<file path="src/hw/rtl/aof_pkg.sv">
// Shared types, constants and helpers for the 3x3 average outward flux core.
// Used by the core, its line memory and its flux arithmetic.
`default_nettype none

package aof_pkg;

    localparam int MAX_WIDTH   = 1024;
    localparam int ROW_LIMIT   = 1024;
    localparam int SAMPLE_BITS = 16;
    localparam int COL_BITS    = $clog2(MAX_WIDTH);
    localparam int ROW_BITS    = $clog2(ROW_LIMIT);
    localparam int DIM_BITS    = 11;
    localparam int CFG_IDX_BITS = 2;
    localparam int FLUX_BITS   = 17;

    // axial sum of four samples, diagonal sum of eight samples
    localparam int AXIAL_BITS  = SAMPLE_BITS + 2;
    localparam int DIAG_BITS   = SAMPLE_BITS + 3;
    localparam int SUM_BITS    = 35;
    localparam int AXIAL_SHIFT = 15;
    localparam int OUT_SHIFT   = 18;

    localparam logic signed [15:0] DIAG_Q15 = 16'sd23170;
    localparam logic signed [SUM_BITS-1:0] ROUND_HALF = SUM_BITS'(1) <<< (OUT_SHIFT - 1);

    localparam logic [DIM_BITS-1:0] DIM_MIN        = DIM_BITS'(3);
    localparam logic [DIM_BITS-1:0] WIDTH_MAX      = DIM_BITS'(MAX_WIDTH);
    localparam logic [DIM_BITS-1:0] HEIGHT_MAX     = DIM_BITS'(ROW_LIMIT);
    localparam logic [DIM_BITS-1:0] WIDTH_DEFAULT  = DIM_BITS'(640);
    localparam logic [DIM_BITS-1:0] HEIGHT_DEFAULT = DIM_BITS'(480);

    typedef enum logic [CFG_IDX_BITS-1:0] {
        REG_IMAGE_WIDTH  = 2'd0,
        REG_IMAGE_HEIGHT = 2'd1
    } t_cfg_index;

    typedef logic signed [SAMPLE_BITS-1:0] t_sample;

    // one line memory word: {top_x, top_y, mid_x, mid_y}
    typedef logic [4*SAMPLE_BITS-1:0] t_line_word;

    typedef struct packed {
        logic ld_sum;
        logic ld_prod;
        logic ld_out;
    } t_flux_ctrl;

    function automatic logic [DIM_BITS-1:0] clamp_dim(
        input logic [DIM_BITS-1:0] v,
        input logic [DIM_BITS-1:0] hi
    );
        logic [DIM_BITS-1:0] r;
        if (v < DIM_MIN) begin
            r = DIM_MIN;
        end else if (v > hi) begin
            r = hi;
        end else begin
            r = v;
        end
        return r;
    endfunction

endpackage

`default_nettype wire

</file>
<file path="src/hw/rtl/aof_flux.sv">
// Flux arithmetic of the 3x3 core: weighted neighbor sums, the diagonal
// product and the rounded divide by 8. Three register stages. Uses aof_pkg.
`default_nettype none

module aof_flux
    import aof_pkg::*;
(
    input  wire logic                   i_clk,
    input  wire t_flux_ctrl             i_ctrl,
    input  wire t_sample                i_win_x [0:2][0:2],
    input  wire t_sample                i_win_y [0:2][0:2],
    output logic signed [FLUX_BITS-1:0] o_flux
);

    logic signed [AXIAL_BITS-1:0] n_axial;
    logic signed [DIAG_BITS-1:0]  n_diag;
    logic signed [AXIAL_BITS-1:0] r_axial;
    logic signed [DIAG_BITS-1:0]  r_diag;
    logic signed [AXIAL_BITS-1:0] r_axial_d;
    logic signed [SUM_BITS-1:0]   r_mult;
    logic signed [SUM_BITS-1:0]   n_total;
    logic signed [FLUX_BITS-1:0]  r_flux;

    // row 0 is the top of the window, column 2 the newest column
    always_comb begin
        n_axial = AXIAL_BITS'(i_win_x[1][2]) - AXIAL_BITS'(i_win_x[1][0])
                + AXIAL_BITS'(i_win_y[2][1]) - AXIAL_BITS'(i_win_y[0][1]);
        n_diag  = DIAG_BITS'(i_win_x[2][2]) + DIAG_BITS'(i_win_y[2][2])
                + DIAG_BITS'(i_win_y[2][0]) - DIAG_BITS'(i_win_x[2][0])
                + DIAG_BITS'(i_win_x[0][2]) - DIAG_BITS'(i_win_y[0][2])
                - DIAG_BITS'(i_win_x[0][0]) - DIAG_BITS'(i_win_y[0][0]);
    end

    always_ff @(posedge i_clk) begin
        if (i_ctrl.ld_sum) begin
            r_axial <= n_axial;
            r_diag  <= n_diag;
        end
        if (i_ctrl.ld_prod) begin
            r_axial_d <= r_axial;
            r_mult    <= SUM_BITS'(r_diag) * SUM_BITS'(DIAG_Q15);
        end
        if (i_ctrl.ld_out) begin
            r_flux <= n_total[SUM_BITS-1:OUT_SHIFT];
        end
    end

    // The bounded window keeps the quotient well inside 17 bits, so taking
    // the upper bits is a floor divide that never needs saturation.
    always_comb begin
        n_total = (SUM_BITS'(r_axial_d) <<< AXIAL_SHIFT) + r_mult + ROUND_HALF;
    end

    assign o_flux = r_flux;

endmodule

`default_nettype wire

</file>
<file path="config.mk">
export PLATFORM = sky130hd
export DESIGN_NAME = aof_flux
export DESIGN_NICKNAME = d
export VERILOG_FILES = /design/src/hw/rtl/aof_pkg.sv /design/src/hw/rtl/aof_flux.sv
export SDC_FILE = /design/constraint.sdc
export NUM_CORES = 1
export LEC_CHECK = 0
export ABC_CLOCK_PERIOD_IN_PS = 16000
export BUFFER_PORTS_ARGS = -buffer_cell sky130_fd_sc_hd__buf_4
export CAP_MARGIN = 5
export CORE_MARGIN = 4
export CORE_UTILIZATION = 30
export CTS_CLUSTER_SIZE = 24
export DETAILED_ROUTE_END_ITERATION = 10
export PLACE_DENSITY_LB_ADDON = 0.3
export SLEW_MARGIN = 20
export SYNTH_ARGS = -nofsm -noshare
export SYNTH_HDL_FRONTEND = slang
export SYNTH_SLANG_ARGS = --single-unit
</file>
<file path="constraint.sdc">
create_clock -name i_clk -period 16 [get_ports i_clk]
set_clock_uncertainty 0.15 [all_clocks]
set_input_delay 3.2 -clock i_clk [delete_from_list [all_inputs] [get_ports i_clk]]
set_output_delay 3.2 -clock i_clk [all_outputs]
set_load 0.03 [all_outputs]
</file>
# After elaboration in Yosys (flattened, before gate mapping)
# Index checks and enable logic that the tools add are counted.
[op_classes] add_sub_neg=12 n_mul=1 div=0 magnitude_cmp=0 eq_ne=0 shifts=0 muxes=0 bitwise_logic=0 reduce_logical=0
[ops] operator="subtractor 19 x 16 -> 19 bit" n=3
[ops] operator="adder 17 x 16 -> 18 bit" n=2
[ops] operator="adder 33 x 35 -> 35 bit" n=1
[ops] operator="adder 35 x 19 -> 35 bit (second input constant)" n=1
[ops] operator="multiplier 19 x 15 -> 34 bit (second input constant)" n=1
[ops] operator="adder 19 x 16 -> 19 bit" n=1
[ops] operator="subtractor 18 x 16 -> 19 bit" n=1
[ops] operator="subtractor 18 x 16 -> 18 bit" n=1
[ops] operator="adder 16 x 16 -> 17 bit" n=1
[ops] operator="subtractor 16 x 16 -> 17 bit" n=1
[word_totals] register_bits=106 latch_bits=0 mem_bits_rw=0 rom_bits=0 out_inout_bits=17 word_cells=18 mem_count=0

# Depth between registers and ports, before layout
# Gate-level depths: netlist of run 1.
[logic_depth] word_depth=7 depth_mapped=18 depth_no_buf=18

# Worst setup path before layout of run 1
# Ideal clock, no wire load.
[synth_timing] kind="in2reg" startpoint="in i_win_x[33] in the netlist's numbering" endpoint="reg r_diag[17] (data pin)" setup_ns=0.137 arrival_time_ns=7.379 required_ns=15.713 slack_ns=8.334 cell_stages=16 path_cell_list="inv_1 > fa_1 > fa_1 > fa_1 > inv_1 > fa_1 > inv_1 > ha_1 > fa_1 > a21o_1 > a31oi_1 > o21ai_1 > a41oi_1 > o21ai_0 > or4_1 > nand4_1"
[synth_via] elab_chain_cells=5
[synth_lines] element="start: declaration" line="aof_flux.sv:10" text="input wire t_sample i_win_x [0:2][0:2],"
[synth_lines] element="subtractor 18 x 16 -> 19 bit" line="aof_flux.sv:29" text="+ DIAG_BITS'(i_win_y[2][0]) - DIAG_BITS'(i_win_x[2][0])"
[synth_lines] element="adder 19 x 16 -> 19 bit" line="aof_flux.sv:30" text="+ DIAG_BITS'(i_win_x[0][2]) - DIAG_BITS'(i_win_y[0][2])"
[synth_lines] element="subtractor 19 x 16 -> 19 bit" line="aof_flux.sv:30"
[synth_lines] element="subtractor 19 x 16 -> 19 bit (2 in a row)" line="aof_flux.sv:31" text="- DIAG_BITS'(i_win_x[0][0]) - DIAG_BITS'(i_win_y[0][0]);"
[synth_lines] element="net n_diag[17]" line="aof_flux.sv:16" text="logic signed [DIAG_BITS-1:0] n_diag;"
[synth_lines] element="end signal: assignment" line="aof_flux.sv:37" text="r_diag <= n_diag;"
[synth_lines] element="end: declaration" line="aof_flux.sv:18" text="logic signed [DIAG_BITS-1:0] r_diag;"
# The timed path passes the listed nets, and every way through them passes these cells.
# A chain may end at the register's enable or synchronous reset.

# Worst setup path in the final report of run 1
# Same ends and word-level chain as after synthesis.

==> run_summary.xml, run 1 <==
<?xml version="1.0" encoding="UTF-8"?>
<metrics>
  <group name="finish">
    <metric name="diodes" unit="">0</metric>
    <metric name="final_design_area_no_fill" unit="µm²">15400</metric>
    <metric name="filler_cell_count" unit="">4148</metric>
    <metric name="area_delta_synth_final" unit="%">20.0</metric>
    <metric name="final_layout_size_suffix_gt1_share" unit="%">16.9</metric>
    <metric name="layout_commonest_cell" unit="">inv_1</metric>
    <metric name="top_library_cells_by_usage_in_the_layout_fill_and_taps_aside" unit="">inv_1 (348), buf_4 (212), ha_1 (207), fa_1 (205), edfxtp_1 (92)</metric>
    <metric name="nNetsFinal" unit="">2096</metric>
  </group>
  <group name="logic_synthesis">
    <metric name="synthesis.area" unit="µm²">12800</metric>
    <metric name="ys_warns" unit="">0</metric>
    <metric name="syn_avg_cell_area" unit="µm²">11.0</metric>
    <metric name="netlist_top_cells_area" unit="">fa_1 (32%), edfxtp_1 (22%), ha_1 (20%)</metric>
    <metric name="syn_inst" unit="">1169</metric>
    <metric name="synth_enable_flop_cells" unit="">92</metric>
    <metric name="ys.flop_type" unit="">edfxtp_1</metric>
    <metric name="synth_sequential_area_ratio" unit="%">21.5</metric>
    <metric name="synth.top_cell.area_share" unit="%">32.0</metric>
    <metric name="synth_fp_nets" unit="">1873</metric>
    <metric name="synth.lib_cells_used.distinct" unit="">53</metric>
    <metric name="ys_async_sr_fraction" unit="%">0</metric>
    <metric name="register_bit_count_reported_by_yosys" unit="">92</metric>
    <metric name="synthDominantAreaCellType" unit="">fa_1</metric>
  </group>
  <group name="routing">
    <metric name="routed_wire_length_per_instance" unit="µm">12.6</metric>
    <metric name="antenna_left" unit="">0</metric>
    <metric name="drtIter0Drc" unit="">227</metric>
    <metric name="num_vias" unit="">8429</metric>
    <metric name="detail_route.vias_per_cell" unit="">4.35</metric>
    <metric name="drt_first_pass_iters" unit="">4</metric>
    <metric name="drt_drc_violations_left" unit="">0</metric>
    <metric name="routed_wirelength" unit="mm">24.3</metric>
  </group>
  <group name="sta">
    <metric name="tns" unit="ns">0</metric>
    <metric name="period_minus_slack" unit="ns">7.88</metric>
    <metric name="timing_worst_slew_pin_value" unit="ns">0.766</metric>
    <metric name="final_min_period_over_clock_period" unit="%">49.2</metric>
    <metric name="report.final.slew_viol_count" unit="">0</metric>
    <metric name="timing.max_slew.rel_slack" unit="%">48.4</metric>
    <metric name="setup-violations-final" unit="">0</metric>
    <metric name="finalHoldViolations" unit="">0</metric>
    <metric name="setup_repair_after_global_routing_missed_its_margin" unit="">false</metric>
    <metric name="achievable-frequency" unit="MHz">127</metric>
  </group>
  <group name="die">
    <metric name="floorplan.initialDensity" unit="%">30.4</metric>
    <metric name="core_area" unit="µm²">42100</metric>
    <metric name="fp.dieW" unit="µm">215</metric>
    <metric name="design.die.area" unit="µm²">46100</metric>
    <metric name="num_io_pins" unit="">309</metric>
    <metric name="placement_row_count" unit="">75</metric>
    <metric name="die-height" unit="µm">215</metric>
  </group>
  <group name="worst_setup_path">
    <metric name="worstPathArrival" unit="ns">7.95</metric>
    <metric name="setup.worst_path.end_class" unit="">register</metric>
    <metric name="cp_max_fo" unit="">3</metric>
    <metric name="worst-endpoint-required" unit="ns">16.07</metric>
    <metric name="crit_path_cell_trace" unit="">buf_4 -&gt; inv_1 -&gt; fa_1 -&gt; fa_1 -&gt; fa_1 -&gt; inv_1 -&gt; fa_1 -&gt; inv_1 -&gt; ha_1 -&gt; fa_1 -&gt; a21o_1 -&gt; a31oi_1 -&gt; o21ai_1 -&gt; a41oi_1 -&gt; o21ai_0 -&gt; or4_1 -&gt; nand4_1</metric>
    <metric name="critical_path.slowest_cell" unit="">fa_1</metric>
    <metric name="crit_family" unit="">adder cells</metric>
    <metric name="setup.worst_path.start_class" unit="">primary input</metric>
    <metric name="worstPathBufferInverterCount" unit="">4</metric>
    <metric name="timing.critical_path.mode_cell" unit="">fa_1</metric>
    <metric name="critPathKind" unit="">primary input to register</metric>
    <metric name="timing.critical_path.slowest_cell_delay" unit="ns">0.55</metric>
  </group>
  <group name="status">
    <metric name="outcome" unit="">completed</metric>
  </group>
  <group name="placed_design">
    <metric name="dpl.hpwl" unit="mm">21.0</metric>
    <metric name="placedInstanceArea" unit="µm²">15100</metric>
    <metric name="quantity_of_i_o_buffers_inserted_on_ports" unit="">212</metric>
    <metric name="gp_routability_congestion" unit="">0.821</metric>
  </group>
  <group name="global_route">
    <metric name="first_global_vias" unit="">9221</metric>
    <metric name="grt.total_usage" unit="%">11.0</metric>
    <metric name="grt_start_max_net_pins" unit="">39</metric>
    <metric name="gr-total-overflow" unit="">0</metric>
    <metric name="antenna_found_initial" unit="">0</metric>
    <metric name="first_pass_grt_wire_length" unit="mm">42.4</metric>
  </group>
  <group name="clock_tree">
    <metric name="cts_post_setup_buffers_inserted" unit="">0</metric>
    <metric name="postCtsHoldBufs" unit="">0</metric>
    <metric name="clock_latency" unit="ns">0.35</metric>
    <metric name="cts_resized" unit="">0</metric>
    <metric name="clock-root-buffer" unit="">clkbuf_16</metric>
    <metric name="path_clk_slew" unit="ns">0.08</metric>
    <metric name="cts.path.max_buffers" unit="">2</metric>
    <metric name="tritoncts_clock_tree" unit="">built</metric>
    <metric name="cts_buffers" unit="">9</metric>
    <metric name="clkSinkCount" unit="">92</metric>
    <metric name="cts_htree_levels" unit="">3</metric>
  </group>
  <group name="job">
    <metric name="max_cap_violations" unit="">0</metric>
  </group>
  <group name="min_path">
    <metric name="timing.hold.worst.class" unit="">register to register</metric>
  </group>
</metrics>
-- final cells by class --
| class | count | area [µm²] | area share, % |
|---|---|---|---|
| sequential | 92 | 2760 | 17.9 |
| clock inverter | 7 | 76.3 | 0.496 |
| clock buffer | 9 | 225 | 1.46 |
| inverter | 348 | 1310 | 8.48 |
| tap | 539 | 674 | 4.38 |
| multi-input combinational | 729 | 8760 | 56.9 |
| timing repair buffer | 212 | 1590 | 10.3 |
-- synth_stat cells (5+ instances only) --
master    number
o21ai_0       20
xor2_1        18
nand2_1       25
ha_1         207
o21a_1         8
and3_1         5
a21o_1        26
o21bai_1      10
a211oi_1       9
xnor2_1       44
nor3_1         9
nand4_1        6
edfxtp_1      92
a21oi_1       43
nor2_1        29
nand3_1        8
inv_1        348
nand2b_1       7
fa_1         205
-- logic make-up after synthesis --
logic type               Yosys count  synth area share (%)
multiplexers                       1                0.0780
flip-flops                        92                  21.5
AO/OA/AOI/OAI                    149                  7.83
AND/OR/NAND/NOR                  105                  3.97
buffers and inverters            348                  10.2
adder cells (fa/ha/maj)          412                  52.2
XOR/XNOR                          62                  4.23
-- through the flow --
stage / hold WS (ns) / instances / util (%) / setup slack, ns
2_1_floorplan: 0.250 / 1169 / - / 8.33
3_3_place_gp: 0.256 / 1920 / 35.8 / 7.78
3_5_place_dp: 0.258 / 1920 / 35.8 / 7.79
6_report: 0.273 / 1936 / 36.5 / 8.12
5_1_grt: 0.279 / 1936 / 36.5 / 7.85
4_1_cts: 0.276 / 1936 / 36.5 / 8.13
-- worst reg2reg max path: stages (launching register included) --
cell	delay, ns
edfxtp_1	0.58
ha_1	0.37
inv_1	0.05
fa_1	0.50
inv_1	0.05
fa_1	0.46
fa_1	0.55
inv_1	0.05
fa_1	0.55
inv_1	0.05
ha_1	0.29
ha_1	0.36
a21o_1	0.19
a2111oi_0	0.46
o21ai_0	0.29
nand2_1	0.15
or2_1	0.14
o21bai_1	0.09
xor2_1	0.15
-- registers in the layout, indices dropped and copies added, names as in the netlist --
name and count:
o_flux 17, r_axial_d 18, r_diag 19, r_axial 18
r_mult 20
-- path summary, 6_finish.rpt --
check / start / slack (ns) / endpoint / depth (start not counted)
hold / removal: r_axial[9]$_DFFE_PP_ / 0.27 / r_axial_d[9]$_DFFE_PP_ / 0
setup / recovery: i_win_x[33] / 8.12 / r_diag[17]$_DFFE_PP_ / 17
hold reg to reg: r_axial[9]$_DFFE_PP_ / 0.27 / r_axial_d[9]$_DFFE_PP_ / 0
setup reg to reg: r_diag[14]$_DFFE_PP_ / 10.27 / r_mult[32]$_DFFE_PP_ / 18
-- per-layer routing --
layer  wire, µm  track usage [%]  vias up
li1           -                -     4171
met1      10300             13.9     4167
met2      13100             20.3       73
met3        552             1.44       18
met4        288             1.99        0
met5          0                0        -
Power of run 1 is left out: the tool's default activity adds up to more than one toggle a clock period on the data nets, which glitch-free logic cannot reach.
==> run 2, diff against run 1 <==
ABC_CLOCK_PERIOD_IN_PS = 8150   (was 16000)
clock period = 8.15 ns   (was 16 ns; I/O delays follow)
==> run 2 against run 1 <==
  * Sequential share of layout area about the same
  * Wire length down 0.19%
  * Worst setup slack got worse by 6.3 ns
  * Cell area about the same
  * Flip-flop and latch count unchanged
  * Count of clock-buffer cells in the layout unchanged
  * Critical endpoint unchanged
==> run_summary.xml, run 2 (same netlist as run 1, synthesis figures left out) <==
<?xml version="1.0" encoding="UTF-8"?>
<metrics>
  <group name="finish">
    <metric name="biggestRegsByFlops" unit="">r_mult: 20 flops, r_diag: 19 flops</metric>
    <metric name="top_library_cells_by_usage_in_the_layout_fill_and_taps_aside" unit="">inv_1 (348), buf_4 (212), ha_1 (207), fa_1 (205), edfxtp_1 (92)</metric>
    <metric name="nNetsFinal" unit="">2096</metric>
    <metric name="final_layout_size_suffix_gt1_share" unit="%">16.9</metric>
    <metric name="area_delta_synth_final" unit="%">20.0</metric>
    <metric name="diodes" unit="">0</metric>
    <metric name="layout_commonest_cell" unit="">inv_1</metric>
    <metric name="largest_reg_flops" unit="">20</metric>
    <metric name="regMostFlops" unit="">r_mult</metric>
  </group>
  <group name="sta">
    <metric name="timing_worst_slew_pin_value" unit="ns">0.819</metric>
    <metric name="timing.max_slew.rel_slack" unit="%">45.4</metric>
    <metric name="setup-violations-final" unit="">0</metric>
    <metric name="final_min_period_over_clock_period" unit="%">78.2</metric>
    <metric name="tns" unit="ns">0</metric>
    <metric name="finalHoldViolations" unit="">0</metric>
    <metric name="achievable-frequency" unit="MHz">157</metric>
    <metric name="period_minus_slack" unit="ns">6.37</metric>
    <metric name="timing.hold.ws" unit="ns">0.271</metric>
    <metric name="report.final.slew_viol_count" unit="">0</metric>
    <metric name="setup_repair_after_global_routing_missed_its_margin" unit="">false</metric>
    <metric name="timing.final.ws_setup" unit="ns">1.78</metric>
  </group>
  <group name="min_path">
    <metric name="holdPathEnd" unit="">r_axial_d[3]$_DFFE_PP_</metric>
    <metric name="timing.hold.worst.class" unit="">register to register</metric>
    <metric name="timing.hold.worst_path_depth" unit="">0</metric>
    <metric name="holdCritStartpoint" unit="">r_axial[3]$_DFFE_PP_</metric>
  </group>
  <group name="worst_setup_path">
    <metric name="crit_path_start" unit="">i_win_x[33]</metric>
    <metric name="setup.worst_path.end_class" unit="">register</metric>
    <metric name="worst-endpoint-required" unit="ns">8.22</metric>
    <metric name="r2r.worst_path.cells" unit="">15</metric>
    <metric name="setup.worst_path.start_class" unit="">primary input</metric>
    <metric name="reg2reg_to" unit="">r_mult[31]$_DFFE_PP_</metric>
    <metric name="reg2reg_setup_slack" unit="ns">2.43</metric>
    <metric name="critPathKind" unit="">primary input to register</metric>
    <metric name="reg2reg_from" unit="">r_diag[18]$_DFFE_PP_</metric>
    <metric name="worstPathArrival" unit="ns">6.44</metric>
    <metric name="cp_max_fo" unit="">3</metric>
  </group>
  <group name="die">
    <metric name="num_io_pins" unit="">309</metric>
    <metric name="fp.dieW" unit="µm">215</metric>
    <metric name="design.die.area" unit="µm²">46100</metric>
    <metric name="die-height" unit="µm">215</metric>
    <metric name="floorplan.initialDensity" unit="%">30.4</metric>
    <metric name="core_area" unit="µm²">42100</metric>
    <metric name="placement_row_count" unit="">75</metric>
  </group>
  <group name="routing">
    <metric name="drt_drc_violations_left" unit="">0</metric>
    <metric name="num_vias" unit="">8452</metric>
    <metric name="routed_wire_length_per_instance" unit="µm">12.5</metric>
    <metric name="drtIter0Drc" unit="">238</metric>
    <metric name="routed_wirelength" unit="mm">24.3</metric>
    <metric name="detail_route.vias_per_cell" unit="">4.37</metric>
    <metric name="antenna_left" unit="">0</metric>
    <metric name="drt_first_pass_iters" unit="">5</metric>
  </group>
  <group name="placed_design">
    <metric name="dp_worst_setup_slack" unit="ns">1.48</metric>
    <metric name="dpl.hpwl" unit="mm">21.0</metric>
    <metric name="gp_routability_congestion" unit="">0.823</metric>
    <metric name="quantity_of_i_o_buffers_inserted_on_ports" unit="">212</metric>
  </group>
  <group name="global_route">
    <metric name="first_pass_grt_wire_length" unit="mm">42.0</metric>
    <metric name="first_global_vias" unit="">9146</metric>
    <metric name="gr-total-overflow" unit="">0</metric>
    <metric name="grt_start_max_net_pins" unit="">39</metric>
    <metric name="antenna_found_initial" unit="">0</metric>
    <metric name="grt.total_usage" unit="%">10.9</metric>
  </group>
  <group name="job">
    <metric name="max_cap_violations" unit="">0</metric>
  </group>
  <group name="clock_tree">
    <metric name="cts_buffers" unit="">9</metric>
    <metric name="postCtsHoldBufs" unit="">0</metric>
    <metric name="cts_resized" unit="">0</metric>
    <metric name="clkSinkCount" unit="">92</metric>
    <metric name="tritoncts_clock_tree" unit="">built</metric>
    <metric name="path_clk_slew" unit="ns">0.08</metric>
    <metric name="cts_post_setup_buffers_inserted" unit="">0</metric>
    <metric name="cts.path.max_buffers" unit="">2</metric>
    <metric name="clock_latency" unit="ns">0.35</metric>
    <metric name="clock-root-buffer" unit="">clkbuf_16</metric>
    <metric name="cts_htree_levels" unit="">3</metric>
  </group>
  <group name="status">
    <metric name="outcome" unit="">completed</metric>
  </group>
</metrics>
## run 2: cell count changes in the layout (fill, tap and decap cells not counted)
cell        previous run  this run
inv_6                  0         1
clkinv_8               1         2
clkinvlp_4             0         1
inv_8                  3         2
clkinv_4               3         1
## run 2: how the worst max path moves through the flow
stage	slack, ns	end
3_3_place_gp	1.51	r_diag[17]$_DFFE_PP_
6_report	1.78	r_diag[17]$_DFFE_PP_
5_1_grt	1.59	r_diag[17]$_DFFE_PP_
3_5_place_dp	1.48	r_diag[17]$_DFFE_PP_
4_1_cts	1.81	r_diag[17]$_DFFE_PP_
2_1_floorplan	2.05	r_diag[17]$_DFFE_PP_
## run 2: cell type report
class | count | area [µm²]
fillers | 4184 | 26700
multi-input cells | 729 | 8760
flip-flops and latches | 92 | 2760
repair buffers | 212 | 1590
inverters | 348 | 1310
well taps | 539 | 674
clock buffers | 9 | 225
clock inverters | 7 | 80.1
## run 2: through the flow
stage,instances,area [µm²],util [%]
after floorplan,1169,12800,-
after global placement,1920,15100,35.8
after detailed placement,1920,15100,35.8
after CTS,1936,15400,36.6
after global routing,1936,15400,36.6
final,1936,15400,36.6
## run 2: worst max-delay path, cell delays in order
cell     delay, ns
buf_4         0.08
inv_1         0.04
fa_1          0.51
fa_1          0.53
fa_1          0.55
inv_1         0.05
fa_1          0.53
inv_1         0.04
ha_1          0.22
fa_1          0.41
a21o_1        0.19
a31oi_1       0.25
o21ai_1       0.18
a41oi_1       0.42
o21ai_0       0.27
or4_1         0.45
nand4_1       0.11
## run 2: metal layers
layer,part of all wire (%),vias up,global-route usage (%),routed length (µm)
li1,-,4172,-,-
met1,42,4184,13.7,10300
met2,54,77,20.1,13100
met3,1.9,19,1.36,450
met4,1.5,0,2.12,359
met5,0,-,0,0
Power of run 2 is left out for the same reason.
